### src/design/thsd_pkg.sv
`timescale 1ns / 1ps
// ----------------------------------------------------------------------------
// thsd_pkg
// Shared types, constants and the CRC-8 byte update for the scratchpad decoder.
// ----------------------------------------------------------------------------
package thsd_pkg;

  // scratchpad framing
  localparam int unsigned FRAME_LEN = 9;
  localparam int unsigned CNT_W     = 4;
  localparam int unsigned RAW_W     = 16;
  localparam int unsigned TEMP_W    = 19;

  // reflected CRC-8 polynomial, initial value zero
  localparam logic [7:0] CRC_POLY = 8'h8C;

  // decoded reading handed from the frame stage to the scaling stage
  typedef struct packed {
    logic [RAW_W-1:0] raw;            // two's complement, 1/16 degree
    logic             reading_valid;
    logic             crc_good;
    logic             sensor_missing;
  } frame_res_t;

  // one byte of CRC-8, lsb first, eight bit steps
  function automatic logic [7:0] crc8_byte(input logic [7:0] crc, input logic [7:0] data);
    logic [7:0] c;
    logic [7:0] d;
    logic       mix;
    c = crc;
    d = data;
    for (int b = 0; b < 8; b++) begin
      mix = c[0] ^ d[0];
      c   = c >> 1;
      if (mix) begin
        c = c ^ CRC_POLY;
      end
      d = d >> 1;
    end
    return c;
  endfunction

endpackage

### src/design/thsd_frame.sv
`timescale 1ns / 1ps
// ----------------------------------------------------------------------------
// thsd_frame
// Input register, byte count, running CRC and kept bytes; decodes the raw
// reading when the CRC byte arrives and holds it in a result register.
// ----------------------------------------------------------------------------
module thsd_frame (
  input  logic                  clk_i,
  input  logic                  rst_ni,
  input  logic                  in_valid_i,
  output logic                  in_ready_o,
  input  logic [7:0]            data_byte_i,
  input  logic [7:0]            family_code_i,
  input  logic                  frame_start_i,
  output logic                  res_valid_o,
  input  logic                  res_ready_i,
  output thsd_pkg::frame_res_t  res_o
);

  localparam int unsigned NKEEP = 5;
  localparam int unsigned KW    = $clog2(NKEEP);

  // slots of the kept bytes
  localparam logic [KW-1:0] K_LSB  = KW'(0);
  localparam logic [KW-1:0] K_MSB  = KW'(1);
  localparam logic [KW-1:0] K_CFG  = KW'(2);
  localparam logic [KW-1:0] K_REM  = KW'(3);
  localparam logic [KW-1:0] K_PER  = KW'(4);

  // byte positions inside the scratchpad
  localparam logic [thsd_pkg::CNT_W-1:0] B_LSB   = thsd_pkg::CNT_W'(0);
  localparam logic [thsd_pkg::CNT_W-1:0] B_MSB   = thsd_pkg::CNT_W'(1);
  localparam logic [thsd_pkg::CNT_W-1:0] B_CFG   = thsd_pkg::CNT_W'(4);
  localparam logic [thsd_pkg::CNT_W-1:0] B_REM   = thsd_pkg::CNT_W'(6);
  localparam logic [thsd_pkg::CNT_W-1:0] B_PER   = thsd_pkg::CNT_W'(7);
  localparam logic [thsd_pkg::CNT_W-1:0] B_CRC   = thsd_pkg::CNT_W'(8);
  localparam logic [thsd_pkg::CNT_W-1:0] B_DONE  = thsd_pkg::CNT_W'(thsd_pkg::FRAME_LEN);

  localparam logic [7:0] FAM_NINE_BIT = 8'h10;
  localparam logic [7:0] NO_DEVICE    = 8'hFF;
  localparam logic [7:0] RES_MASK     = 8'h60;
  localparam logic [7:0] RES_9BIT     = 8'h00;
  localparam logic [7:0] RES_10BIT    = 8'h20;
  localparam logic [7:0] RES_11BIT    = 8'h40;
  localparam logic [7:0] PER_C_FULL   = 8'h10;
  localparam logic [15:0] FRAC_MASK   = 16'hFFF0;
  localparam logic [15:0] REM_BIAS    = 16'd12;

  // input register
  logic       s1_valid_q;
  logic [7:0] s1_data_q;
  logic [7:0] s1_family_q;
  logic       s1_start_q;

  // frame state
  logic [thsd_pkg::CNT_W-1:0] count_q, count_d;
  logic [7:0]                 crc_q, crc_d;
  logic [7:0]                 kept_q [NKEEP];
  logic [7:0]                 kept_d [NKEEP];

  // result register
  logic                 res_valid_q;
  thsd_pkg::frame_res_t res_q, res_d;

  logic                       res_free;
  logic                       s1_go;
  logic [thsd_pkg::CNT_W-1:0] idx;
  logic [7:0]                 crc_base;
  logic                       is_body;
  logic                       is_final;
  logic                       crc_ok;
  logic                       missing;
  logic [15:0]                raw_in;
  logic [15:0]                raw_dec;
  logic [7:0]                 res_cfg;

  // handshake chain
  assign res_free   = !res_valid_q || res_ready_i;
  assign s1_go      = s1_valid_q && res_free;
  assign in_ready_o = !s1_valid_q || res_free;

  // position of the byte in the input register
  assign idx      = s1_start_q ? '0 : count_q;
  assign crc_base = s1_start_q ? 8'h00 : crc_q;
  assign is_body  = idx < B_CRC;
  assign is_final = idx == B_CRC;

  // next state of count, crc and kept bytes
  always_comb begin
    count_d = count_q;
    crc_d   = crc_q;
    kept_d  = kept_q;
    if (s1_go) begin
      if (s1_start_q) begin
        count_d = '0;
        crc_d   = 8'h00;
      end
      if (is_body) begin
        crc_d   = thsd_pkg::crc8_byte(crc_base, s1_data_q);
        count_d = idx + thsd_pkg::CNT_W'(1);
        unique case (idx)
          B_LSB:   kept_d[K_LSB] = s1_data_q;
          B_MSB:   kept_d[K_MSB] = s1_data_q;
          B_CFG:   kept_d[K_CFG] = s1_data_q;
          B_REM:   kept_d[K_REM] = s1_data_q;
          B_PER:   kept_d[K_PER] = s1_data_q;
          default: ;
        endcase
      end else if (is_final) begin
        count_d = B_DONE;
      end
    end
  end

  // flags of the finished frame
  assign crc_ok  = crc_base == s1_data_q;
  assign missing = kept_q[K_PER] == NO_DEVICE;
  assign raw_in  = {kept_q[K_MSB], kept_q[K_LSB]};
  assign res_cfg = kept_q[K_CFG] & RES_MASK;

  // raw reading in sixteenths of a degree
  always_comb begin
    raw_dec = raw_in;
    if (s1_family_q == FAM_NINE_BIT) begin
      raw_dec = raw_in << 3;
      if (kept_q[K_PER] == PER_C_FULL) begin
        raw_dec = (raw_dec & FRAC_MASK) + REM_BIAS - {8'h00, kept_q[K_REM]};
      end
    end else begin
      unique case (res_cfg)
        RES_9BIT:  raw_dec = raw_in & 16'hFFF8;
        RES_10BIT: raw_dec = raw_in & 16'hFFFC;
        RES_11BIT: raw_dec = raw_in & 16'hFFFE;
        default:   raw_dec = raw_in;
      endcase
    end
  end

  always_comb begin
    res_d.crc_good       = crc_ok;
    res_d.sensor_missing = missing;
    res_d.reading_valid  = crc_ok && !missing;
    res_d.raw            = (crc_ok && !missing) ? raw_dec : '0;
  end

  // control registers
  always_ff @(posedge clk_i or negedge rst_ni) begin
    if (!rst_ni) begin
      s1_valid_q  <= 1'b0;
      res_valid_q <= 1'b0;
      count_q     <= '0;
      crc_q       <= 8'h00;
    end else begin
      if (in_ready_o) begin
        s1_valid_q <= in_valid_i;
      end
      if (res_free) begin
        res_valid_q <= s1_go && is_final;
      end
      count_q <= count_d;
      crc_q   <= crc_d;
    end
  end

  // payload registers
  always_ff @(posedge clk_i) begin
    if (in_valid_i && in_ready_o) begin
      s1_data_q   <= data_byte_i;
      s1_family_q <= family_code_i;
      s1_start_q  <= frame_start_i;
    end
    if (s1_go && is_final) begin
      res_q <= res_d;
    end
    kept_q <= kept_d;
  end

  assign res_valid_o = res_valid_q;
  assign res_o       = res_q;

endmodule

### src/design/thsd_scale.sv
`timescale 1ns / 1ps
// ----------------------------------------------------------------------------
// thsd_scale
// Converts the raw reading to hundredths of a degree (times 100, divided by
// 16 toward zero) into the output register.
// ----------------------------------------------------------------------------
module thsd_scale (
  input  logic                                   clk_i,
  input  logic                                   rst_ni,
  input  logic                                   res_valid_i,
  output logic                                   res_ready_o,
  input  thsd_pkg::frame_res_t                   res_i,
  output logic                                   out_valid_o,
  input  logic                                   out_ready_i,
  output logic signed [thsd_pkg::TEMP_W-1:0]     temp_centi_o,
  output logic                                   reading_valid_o,
  output logic                                   crc_good_o,
  output logic                                   sensor_missing_o
);

  localparam int unsigned PROD_W = thsd_pkg::RAW_W + 7;

  logic                              out_valid_q;
  logic signed [thsd_pkg::TEMP_W-1:0] temp_q, temp_d;
  logic                              rvalid_q;
  logic                              crc_good_q;
  logic                              missing_q;

  logic              out_free;
  logic [PROD_W-1:0] prod;
  logic [PROD_W-1:0] biased;

  assign out_free    = !out_valid_q || out_ready_i;
  assign res_ready_o = out_free;

  // scale by 100, bias negatives so the shift truncates toward zero
  assign prod   = {{(PROD_W-thsd_pkg::RAW_W){res_i.raw[thsd_pkg::RAW_W-1]}}, res_i.raw}
                  * PROD_W'(100);
  assign biased = prod + (prod[PROD_W-1] ? PROD_W'(15) : PROD_W'(0));
  assign temp_d = biased[PROD_W-1:4];

  // output valid
  always_ff @(posedge clk_i or negedge rst_ni) begin
    if (!rst_ni) begin
      out_valid_q <= 1'b0;
    end else if (out_free) begin
      out_valid_q <= res_valid_i;
    end
  end

  // output payload
  always_ff @(posedge clk_i) begin
    if (res_valid_i && out_free) begin
      temp_q     <= temp_d;
      rvalid_q   <= res_i.reading_valid;
      crc_good_q <= res_i.crc_good;
      missing_q  <= res_i.sensor_missing;
    end
  end

  assign out_valid_o      = out_valid_q;
  assign temp_centi_o     = temp_q;
  assign reading_valid_o  = rvalid_q;
  assign crc_good_o       = crc_good_q;
  assign sensor_missing_o = missing_q;

endmodule

### src/design/thermometer_scratchpad_decoder.sv
`timescale 1ns / 1ps
// ----------------------------------------------------------------------------
// thermometer_scratchpad_decoder
// Checks and decodes the nine-byte scratchpad of a 1-Wire thermometer into a
// temperature in hundredths of a degree with CRC and presence flags.
// ----------------------------------------------------------------------------
//
//  channel | direction | handshake             | payload
//  --------+-----------+-----------------------+----------------------------------
//  in      | input     | in_valid_i/in_ready_o | data_byte_i family_code_i
//          |           |                       | frame_start_i
//  out     | output    | out_valid_o/out_ready_i | temp_centi_o reading_valid_o
//          |           |                       | crc_good_o sensor_missing_o
//
//  One byte is taken per cycle unless an output stall fills the registers;
//  results move from the frame result register to the output register.
//  The frame stage updates the CRC combinationally, a whole byte at a time.
//  Reset clears the byte count and CRC, so the first frame needs no start mark.
//  A stalled output backs up through the result and input registers before
//  in_ready_o drops.
// ----------------------------------------------------------------------------
module thermometer_scratchpad_decoder (
  input  logic                               clk_i,
  input  logic                               rst_ni,
  input  logic                               in_valid_i,
  output logic                               in_ready_o,
  input  logic [7:0]                         data_byte_i,
  input  logic [7:0]                         family_code_i,
  input  logic                               frame_start_i,
  output logic                               out_valid_o,
  input  logic                               out_ready_i,
  output logic signed [thsd_pkg::TEMP_W-1:0] temp_centi_o,
  output logic                               reading_valid_o,
  output logic                               crc_good_o,
  output logic                               sensor_missing_o
);

  logic                 res_valid;
  logic                 res_ready;
  thsd_pkg::frame_res_t res;

  // byte tracking, CRC and raw decode
  thsd_frame u_frame (
    .clk_i         (clk_i),
    .rst_ni        (rst_ni),
    .in_valid_i    (in_valid_i),
    .in_ready_o    (in_ready_o),
    .data_byte_i   (data_byte_i),
    .family_code_i (family_code_i),
    .frame_start_i (frame_start_i),
    .res_valid_o   (res_valid),
    .res_ready_i   (res_ready),
    .res_o         (res)
  );

  // scaling to hundredths and output register
  thsd_scale u_scale (
    .clk_i            (clk_i),
    .rst_ni           (rst_ni),
    .res_valid_i      (res_valid),
    .res_ready_o      (res_ready),
    .res_i            (res),
    .out_valid_o      (out_valid_o),
    .out_ready_i      (out_ready_i),
    .temp_centi_o     (temp_centi_o),
    .reading_valid_o  (reading_valid_o),
    .crc_good_o       (crc_good_o),
    .sensor_missing_o (sensor_missing_o)
  );

endmodule

### config.mk
export PLATFORM = sky130hd
export DESIGN_NAME = thermometer_scratchpad_decoder
export DESIGN_NICKNAME = d
export VERILOG_FILES = /design/src/design/thsd_pkg.sv /design/src/design/thsd_frame.sv /design/src/design/thsd_scale.sv /design/src/design/thermometer_scratchpad_decoder.sv
export SDC_FILE = /design/constraint.sdc
export NUM_CORES = 1
export LEC_CHECK = 0
export BUFFER_PORTS_ARGS = -buffer_cell sky130_fd_sc_hd__buf_2
export CORE_UTILIZATION = 63
export CTS_BUF_LIST = sky130_fd_sc_hd__clkbuf_4 sky130_fd_sc_hd__clkbuf_8
export DETAILED_ROUTE_END_ITERATION = 7
export GPL_TIMING_DRIVEN = 0
export HOLD_SLACK_MARGIN = 0.03
export PLACE_DENSITY = 0.91
export SYNTH_ARGS = -nofsm -noshare
export SYNTH_HDL_FRONTEND = slang
export SYNTH_SLANG_ARGS = --single-unit
### constraint.sdc
create_clock -name clk_i -period 7.1 [get_ports clk_i]
set_clock_uncertainty 0.05 [all_clocks]
set_input_delay 0.71 -clock clk_i [delete_from_list [all_inputs] [get_ports clk_i]]
set_output_delay 0.71 -clock clk_i [all_outputs]
set_load 0.01 [all_outputs]
==> load_flow_metrics.sql, run 1 <==
INSERT INTO impl_metrics (metric_group, metric, value, unit) VALUES
('floorplan', 'io_pins', '45', ''),
('setup_path', 'slowest_delay', '550', 'ps'),
('setup_path', 'cells_on_worst_reg2reg_path', '20', ''),
('grt', 'antenna_found_initial', '0', ''),
('yosys', 'postSynth.asyncResetShare', '0.140', ''),
('yosys', 'syn-mean-instance-area', '10.9', 'sq um'),
('sta', 'unrepaired_setup_endpoints_after_global_routing', 'false', ''),
('power', 'power-per-cell-area', '194', 'nW/um^2'),
('setup_path', 'critical_path.reg2reg.endpoint', 'u_scale.temp_centi_o[17]$_DFFE_PP_', ''),
('yosys', 'mapped_area', '6920', 'sq um'),
('grt', 'grt_first_pass_wirelength', '21900', 'um'),
('power', 'totalPowerFinal', '1.46', 'mW'),
('setup_path', 'cpMostUsedCell', 'sky130_fd_sc_hd__inv_1', ''),
('clock_tree', 'clk_slew_on_worst_s_h_paths', '110', 'ps'),
('outcome', 'result_of_the_run', 'completed', ''),
('detailed_routing', 'drt_first_iter_violations', '383', ''),
('yosys', 'dominantRegCellSynth', 'sky130_fd_sc_hd__edfxtp_1', ''),
('sta', 'achievable-frequency', '0.173', 'GHz'),
('floorplan', 'std_cell_rows', '37', ''),
('placed_design', 'placed_cell_area', '7330', 'sq um'),
('yosys', 'synth_cell_types', '68', ''),
('detailed_routing', 'routed_wirelength', '12900', 'um'),
('placed_design', 'port_buffers', '44', ''),
('power', 'worst_vdd_drop', '0.000250', 'V'),
('sta', 'drv_slew', '0', ''),
('yosys', 'synth_xor_xnor_area_share', '0.0896', ''),
('clock_tree', 'holdBufCountCts', '0', ''),
('yosys', 'synth_top_family_by_area', 'adder cells', ''),
('placed_design', 'global_placement_routability_congestion', '0.913', ''),
('grt', 'grt_remaining_overflow', '0', ''),
('setup_path', 'worst-path-max-fanout', '9', ''),
('floorplan', 'core_ar', '10500', 'sq um'),
('setup_path', 'data_arrival_critical_path', '5850', 'ps'),
('sta', 'timing.hold.ws', '172', 'ps'),
('setup_path', 'cpMaxStageDelayCell', 'sky130_fd_sc_hd__or4b_4', ''),
('final_layout', 'fillers', '730', ''),
('detailed_routing', 'drtPass1Iterations', '5', ''),
('sta', 'timing.slew.headroom', '0.285', ''),
('setup_path', 'critical_path.n_buffers_inverters', '5', ''),
('yosys', 'synth.net_count', '729', ''),
('grt', 'largest_net_degree_at_the_start_of_global_routing', '23', ''),
('floorplan', 'total_die_area', '11400', 'sq um'),
('yosys', 'compound_cell_area_share_of_the_yosys_netlist', '0.117', ''),
('yosys', 'yosysTopAreaCellShare', '0.399', ''),
('final_layout', 'postLayoutCoreUtil', '0.716', ''),
('grt', 'grt_pass1_vias', '4926', ''),
('yosys', 'yosys-top-cells-area', 'sky130_fd_sc_hd__edfxtp_1 40%, sky130_fd_sc_hd__ha_1 10%, sky130_fd_sc_hd__xnor2_1 5.6%', ''),
('sta', 'timing_hold_violations_final', '0', ''),
('sta', 'tightestPinTransition', '1060', 'ps'),
('sta', 'timing.setup.tns', '0', 'ps'),
('detailed_routing', 'via_count', '4795', ''),
('yosys', 'ys_seq_area_frac', '0.453', ''),
('final_layout', 'num_antenna_cells', '0', ''),
('yosys', 'syn-instance-count', '634', ''),
('clock_tree', 'cts_tree', 'done', ''),
('clock_tree', 'cts_buffers', '9', ''),
('yosys', 'yosys-mux-area-fraction', '0.0108', ''),
('setup_path', 'startpoint_type', 'register', ''),
('detailed_routing', 'drc', '0', ''),
('detailed_routing', 'final_antenna_net_count', '0', ''),
('setup_path', 'worst_path_dominant_cell_family', 'adder cells', ''),
('final_layout', 'final_layout_size_suffix_gt1_frac', '0.131', ''),
('clock_tree', 'cts_buffer_depth', '2', ''),
('run', 'maxCapViolCount', '0', ''),
('setup_path', 'rrSetupSlack', '1310', 'ps'),
('hold_path', 'min_path_type', 'in -> async', ''),
('power', 'power.leakage', '3.14', 'nW'),
('clock_tree', 'ctsHtreeMaxLevel', '3', ''),
('setup_path', 'worst_setup_path_end_kind', 'register', ''),
('setup_path', 'criticalPathCategory', 'reg -> reg', ''),
('final_layout', 'area_growth', '8.69', '%');
## layer usage
layer | global-route usage | part of all wire | up-vias
met4 | 0.0832 | 0.023 | 0
met1 | 0.263 | 0.40 | 2282
met5 | 0 | 0 | -
met2 | 0.481 | 0.55 | 149
li1 | - | - | 2332
met3 | 0.0340 | 0.031 | 32
## stage by stage
step                      std cells  setup WS (ps)
after detailed placement        814           1320
final                           830           1310
after floorplan                 634           1940
after CTS                       830           1290
after global placement          814           1460
after global routing            830            988
## logic make-up after synthesis
family,after synthesis
compound gates,111
xor+xnor,70
fa+ha+maj,74
buf+inv,104
flops,107
mux,6
simple gates,162
## cell usage after synthesis (all sizes together), types with 2 or more instances
cell     count
a2111oi      3
a211oi      15
a21o         5
a21oi       31
a311oi       2
a31oi        6
and2         4
and3         3
and4b        3
clkbuf      16
dfrtp       15
edfxtp      92
fa          16
ha          58
inv         87
mux2         2
mux2i        4
nand2       35
nand2b       8
nand3        8
nand3b       2
nand4        5
nor2        51
nor2b        7
nor3        13
nor3b        2
nor4         8
nor4b        4
o211ai       4
o21ai       27
o21bai       2
o31ai        2
o32ai        3
or2b         3
or3          2
or4b         2
xnor2       45
xor2        25
## worst max path at each step
stage                     slack, ps                                  to                             from  cells after the start
after floorplan                1940  u_scale.temp_centi_o[17]$_DFFE_PP_  u_frame.res_o[17]$_SDFFCE_PN0P_                     18
after global placement         1460  u_scale.temp_centi_o[17]$_DFFE_PP_  u_frame.res_o[17]$_SDFFCE_PN0P_                     18
after detailed placement       1320  u_scale.temp_centi_o[17]$_DFFE_PP_  u_frame.res_o[17]$_SDFFCE_PN0P_                     20
after CTS                      1290  u_scale.temp_centi_o[17]$_DFFE_PP_  u_frame.res_o[17]$_SDFFCE_PN0P_                     20
after global routing            990  u_scale.temp_centi_o[17]$_DFFE_PP_  u_frame.res_o[17]$_SDFFCE_PN0P_                     20
final                          1310  u_scale.temp_centi_o[17]$_DFFE_PP_  u_frame.res_o[17]$_SDFFCE_PN0P_                     20
## state kept, by name, summed over array words and instances, names as in the netlist, 4 cells and up
signal,count
u_frame.s1_family_q,8
u_frame.res_o,19
u_frame.crc_q,8
u_frame.count_q,4
u_frame.s1_data_q,8
u_frame.kept_q,34
u_scale.temp_centi_o,19
## report_power, final
group	internal (mW)	switching, mW
Combinational	0.137	0.159
Sequential	0.741	0.0550
Clock	0.140	0.231
Total	1.02	0.445
## cell usage in the layout, fill, tap and decap left out, drive strengths merged, types with 4 or more instances in the layout
cell    count
a211oi     15
a21o        5
a21oi      31
a31oi       6
and2        4
buf        45
clkbuf     25
dfrtp      15
edfxtp     92
fa         16
ha         58
inv        91
mux2i       4
nand2      35
nand2b      8
nand3       8
nand4       5
nor2       51
nor2b       7
nor3       13
nor4        8
nor4b       4
o211ai      4
o21ai      27
xnor2      45
xor2       25
## area by class of cell
cell class                      instances  area [sq um]  share of cell area
Clock buffer                            9           124              0.0165
Tap cell                              136           170              0.0226
Sequential cell                       107          3140               0.417
Timing Repair Buffer                   44           220              0.0293
Clock inverter                          7          75.1             0.00998
Inverter                               87           327              0.0434
Buffer                                 17          65.1             0.00865
Multi-Input combinational cell        423          3410               0.453
No activity file was read; power rests on OpenSTA's default activity.
==> inputs of run 2 (changes only) <==
--- a/config.mk
+++ b/config.mk
@@ -5,13 +5,14 @@
 export SDC_FILE = /design/constraint.sdc
 export NUM_CORES = 1
 export LEC_CHECK = 0
+export ABC_AREA = 1
 export BUFFER_PORTS_ARGS = -buffer_cell sky130_fd_sc_hd__buf_2
-export CORE_UTILIZATION = 63
+export CORE_UTILIZATION = 64
 export CTS_BUF_LIST = sky130_fd_sc_hd__clkbuf_4 sky130_fd_sc_hd__clkbuf_8
 export DETAILED_ROUTE_END_ITERATION = 7
 export GPL_TIMING_DRIVEN = 0
 export HOLD_SLACK_MARGIN = 0.03
-export PLACE_DENSITY = 0.91
+export PLACE_DENSITY = 0.92
 export SYNTH_ARGS = -nofsm -noshare
 export SYNTH_HDL_FRONTEND = slang
 export SYNTH_SLANG_ARGS = --single-unit
==> constraint.sdc (replaced) <==
create_clock -name clk_i -period 5.7 [get_ports clk_i]
set_clock_uncertainty 0.05 [all_clocks]
set_input_delay 0.57 -clock clk_i [delete_from_list [all_inputs] [get_ports clk_i]]
set_output_delay 0.57 -clock clk_i [all_outputs]
set_load 0.01 [all_outputs]
==> run 2 against run 1 <==
  * Sequential share of layout area shrank 2.2 points
  * Fmax rose by 28%
  * Sequential power up 20%
  * Design area increased by 5.5%
  * Die area increased by 3.8%
  * Clock power is 28% higher
  * Utilization rose by 0.66 points
  * Via count is 20% higher
  * Critical endpoint is now u_scale.temp_centi_o[9]$_DFFE_PP_
  * Highest routed layer unchanged
==> load_flow_metrics.sql, run 2 <==
INSERT INTO impl_metrics (metric_group, metric, value, unit) VALUES
('power', 'power-per-cell-area', '223', 'nW/um^2'),
('yosys', 'postSynth.asyncResetShare', '0.140', ''),
('setup_path', 'worst_path_dominant_cell_family', 'adder cells', ''),
('sta', 'min_period_over_period', '0.790', ''),
('placed_design', 'placed_cell_area', '7720', 'sq um'),
('grt', 'grt_usage', '0.265', ''),
('grt', 'grt_pass1_vias', '5557', ''),
('clock_tree', 'cts_buffer_depth', '2', ''),
('power', 'totalPowerFinal', '1.77', 'mW'),
('hold_path', 'hold_path_startpoint', 'frame_start_i', ''),
('final_layout', 'layout.cells.most_common', 'sky130_fd_sc_hd__nand2_1', ''),
('sta', 'period_needed', '4500', 'ps'),
('outcome', 'result_of_the_run', 'completed', ''),
('sta', 'postLayoutSetupSlackWorst', '1200', 'ps'),
('grt', 'grt_first_pass_wirelength', '24000', 'um'),
('setup_path', 'crit_chain', 'ha_1 > fa_1 > inv_1 > fa_1 > inv_1 > ha_1 > nand2_1 > inv_1 > nand2_1 > nand2_1 > a21oi_1 > nand2_1 > nand2_1 > nand2_1 > ha_1 > nand2_1 > inv_1 > nand3_2 > a21oi_1 > nand2_1 > xor2_1', ''),
('yosys', 'synth_commonest_cells', '206 x sky130_fd_sc_hd__nand2_1, 187 x sky130_fd_sc_hd__inv_1, 92 x sky130_fd_sc_hd__edfxtp_1', ''),
('yosys', 'synth.net_count', '967', ''),
('floorplan', 'vertical_extent_of_the_die', '109', 'um'),
('clock_tree', 'postcts_resize_cnt', '0', ''),
('yosys', 'syn-instance-count', '872', ''),
('power', 'power.leakage', '3.91', 'nW'),
('yosys', 'yosysTopAreaCellShare', '0.378', ''),
('final_layout', 'layout.cells.most_common_list', '206 x sky130_fd_sc_hd__nand2_1, 187 x sky130_fd_sc_hd__inv_1, 92 x sky130_fd_sc_hd__edfxtp_1', ''),
('sta', 'setup-violations-final', '0', ''),
('detailed_routing', 'final_antenna_net_count', '0', ''),
('final_layout', 'finalNetCount', '1024', ''),
('setup_path', 'timing.rr.start', 'u_frame.res_o[17]$_SDFFCE_PN0P_', ''),
('setup_path', 'criticalPathCategory', 'reg -> reg', ''),
('clock_tree', 'cts_tree', 'done', ''),
('clock_tree', 'clk_slew_on_worst_s_h_paths', '110', 'ps'),
('sta', 'drv_slew', '0', ''),
('final_layout', 'num_antenna_cells', '0', ''),
('setup_path', 'data_arrival_critical_path', '4600', 'ps'),
('sta', 'timing.slew.headroom', '0.163', ''),
('detailed_routing', 'drt-wirelength-per-cell', '13.2', 'um'),
('floorplan', 'total_die_area', '11800', 'sq um'),
('sta', 'timing_hold_violations_final', '0', ''),
('final_layout', 'layout.cells.non_filler', '1074', ''),
('sta', 'achievable-frequency', '0.222', 'GHz'),
('final_layout', 'post_route_cell_area', '7940', 'sq um'),
('power', 'worst_vdd_drop', '0.000261', 'V'),
('floorplan', 'core_ar', '11000', 'sq um'),
('placed_design', 'global_placement_routability_congestion', '0.915', ''),
('setup_path', 'worst-path-max-fanout', '5', ''),
('run', 'maxCapViolCount', '0', ''),
('yosys', 'dominantRegCellSynth', 'sky130_fd_sc_hd__edfxtp_1', ''),
('clock_tree', 'ctsHtreeMaxLevel', '3', ''),
('final_layout', 'most_flop_heavy_register', 'u_frame.kept_q', ''),
('grt', 'largest_net_degree_at_the_start_of_global_routing', '22', ''),
('setup_path', 'cpMaxStageDelayCell', 'sky130_fd_sc_hd__fa_1', ''),
('sta', 'tightestPinTransition', '1250', 'ps'),
('final_layout', 'postLayoutCoreUtil', '0.723', ''),
('detailed_routing', 'drc', '0', ''),
('yosys', 'syn-mean-instance-area', '8.38', 'sq um'),
('grt', 'antenna_found_initial', '0', ''),
('setup_path', 'cpMostUsedCell', 'sky130_fd_sc_hd__nand2_1', ''),
('clock_tree', 'clock_sink_count', '107', ''),
('placed_design', 'post-dp-hpwl', '11200', 'um'),
('floorplan', 'start_util', '0.665', ''),
('yosys', 'synth_seq_cells', '107', ''),
('setup_path', 'worst_setup_path_startpoint', 'u_frame.res_o[17]$_SDFFCE_PN0P_', ''),
('final_layout', 'multi_input_logic_area', '3430', 'sq um'),
('sta', 'unrepaired_setup_endpoints_after_global_routing', 'false', ''),
('yosys', 'synth_enable_flop_cells', '92', ''),
('yosys', 'synth_cell_types', '38', ''),
('clock_tree', 'cts_buffers', '9', ''),
('sta', 'timing.setup.tns', '0', 'ps'),
('final_layout', 'fillers', '791', ''),
('setup_path', 'worst_setup_path_end_kind', 'register', ''),
('setup_path', 'critical_path.n_buffers_inverters', '4', ''),
('placed_design', 'worst_case_setup_slack_after_placement', '1240', 'ps'),
('placed_design', 'port_buffers', '44', ''),
('floorplan', 'io_pins', '45', ''),
('setup_path', 'startpoint_type', 'register', ''),
('clock_tree', 'clk_root_buffer_cell', 'sky130_fd_sc_hd__clkbuf_8', ''),
('yosys', 'mapped_area', '7300', 'sq um'),
('setup_path', 'required', '5800', 'ps'),
('yosys', 'yosys-top-cells-area', 'sky130_fd_sc_hd__edfxtp_1 38%, sky130_fd_sc_hd__nand2_1 11%, sky130_fd_sc_hd__ha_1 9.9%', ''),
('grt', 'grt_remaining_overflow', '0', ''),
('sta', 'timing.hold.ws', '291', 'ps'),
('yosys', 'synth.yosys.warnings', '0', ''),
('placed_design', 'placed_cells', '1057', ''),
('setup_path', 'slowest_delay', '490', 'ps'),
('floorplan', 'std_cell_rows', '38', ''),
('clock_tree', 'insertion_delay', '410', 'ps'),
('yosys', 'synth_most_common_cell', 'sky130_fd_sc_hd__nand2_1', ''),
('hold_path', 'min_path_type', 'in -> reg', ''),
('yosys', 'ys_seq_area_frac', '0.430', ''),
('detailed_routing', 'drt_first_iter_violations', '390', ''),
('final_layout', 'largest_register_ffs', '34', ''),
('detailed_routing', 'via_count', '5748', ''),
('final_layout', 'area_growth', '8.67', '%'),
('final_layout', 'sequential_cell_area', '3140', 'sq um'),
('final_layout', 'final_layout_size_suffix_gt1_frac', '0.0910', ''),
('detailed_routing', 'routed_wirelength', '14200', 'um'),
('yosys', 'synth.largest_area_cell', 'sky130_fd_sc_hd__edfxtp_1', ''),
('detailed_routing', 'drtPass1Iterations', '5', ''),
('floorplan', 'die-width', '109', 'um'),
('detailed_routing', 'routed_via_density', '5.35', '');
run 2: cell types whose count changed in the layout (fill, tap and decap cells not counted), moves of 7 or more:
cell / previous run / this run
sky130_fd_sc_hd__a211oi_1: 13 / 0
sky130_fd_sc_hd__clkbuf_1: 16 / 3
sky130_fd_sc_hd__inv_1: 87 / 187
sky130_fd_sc_hd__nand2_1: 35 / 206
sky130_fd_sc_hd__nand2b_1: 8 / 0
sky130_fd_sc_hd__nand3_1: 8 / 47
sky130_fd_sc_hd__nand4_1: 5 / 12
sky130_fd_sc_hd__nor2_1: 50 / 90
sky130_fd_sc_hd__nor2b_1: 7 / 0
sky130_fd_sc_hd__nor3_1: 13 / 6
sky130_fd_sc_hd__xnor2_1: 44 / 9
run 2: cells by family (layout without fill, tap and decap cells):
group | Yosys count | after routing | share of synthesized area
adders and majority gates | 74 | 74 | 0.143
and+or+nand+nor | 391 | 391 | 0.227
AOI/OAI and AO/OA | 69 | 69 | 0.0509
DFF | 107 | 107 | 0.430
buffers and inverters | 196 | 258 | 0.102
xor gates and xnor gates | 35 | 35 | 0.0471
run 2: cell type report:
| type | instances | share of cell area |
|---|---|---|
| multi-input combinational | 569 | 0.432 |
| sequential | 107 | 0.395 |
| inverter | 191 | 0.0903 |
| timing repair buffer | 46 | 0.0309 |
| tap | 140 | 0.0221 |
| clock buffer | 9 | 0.0156 |
| clock inverter | 7 | 0.0104 |
| buffer | 5 | 0.00347 |
run 2: path summary, 6_finish.rpt:
path / end / slack (ps) / depth (start not counted)
max in group asynchronous: u_frame.crc_q[3]$_DFFE_PN0P_ / 4790 / 2
min in group asynchronous: u_frame.count_q[2]$_DFFE_PN0P_ / 550 / 2
max reg2reg: u_scale.temp_centi_o[9]$_DFFE_PP_ / 1200 / 21
min reg2reg: u_scale.crc_good_o$_DFFE_PP_ / 380 / 0
max: u_scale.temp_centi_o[9]$_DFFE_PP_ / 1200 / 21
min: u_frame.s1_start_q$_DFFE_PP_ / 290 / 1
run 2: report_power, final:
part	leakage [nW]	switching (mW)	internal [mW]	total (mW)
clock network	0.101	0.300	0.176	0.476
registers	1.06	0.0398	0.913	0.952
logic	2.75	0.210	0.128	0.338
run 2: repair_timing:
item	4_1_cts	5_1_grt
buffers inserted	0	0
hold buffers	1	0
hold endpoints to repair	15	0
run 2: metal layers:
metal / vias to the layer above / GRT usage / share of wire / routed length [um]
met5: - / 0 / 0 / 0
met4: 0 / 0.155 / 0.045 / 637
met3: 63 / 0.0478 / 0.047 / 665
met2: 200 / 0.487 / 0.52 / 7370
met1: 2605 / 0.282 / 0.39 / 5520
li1: 2880 / - / - / -
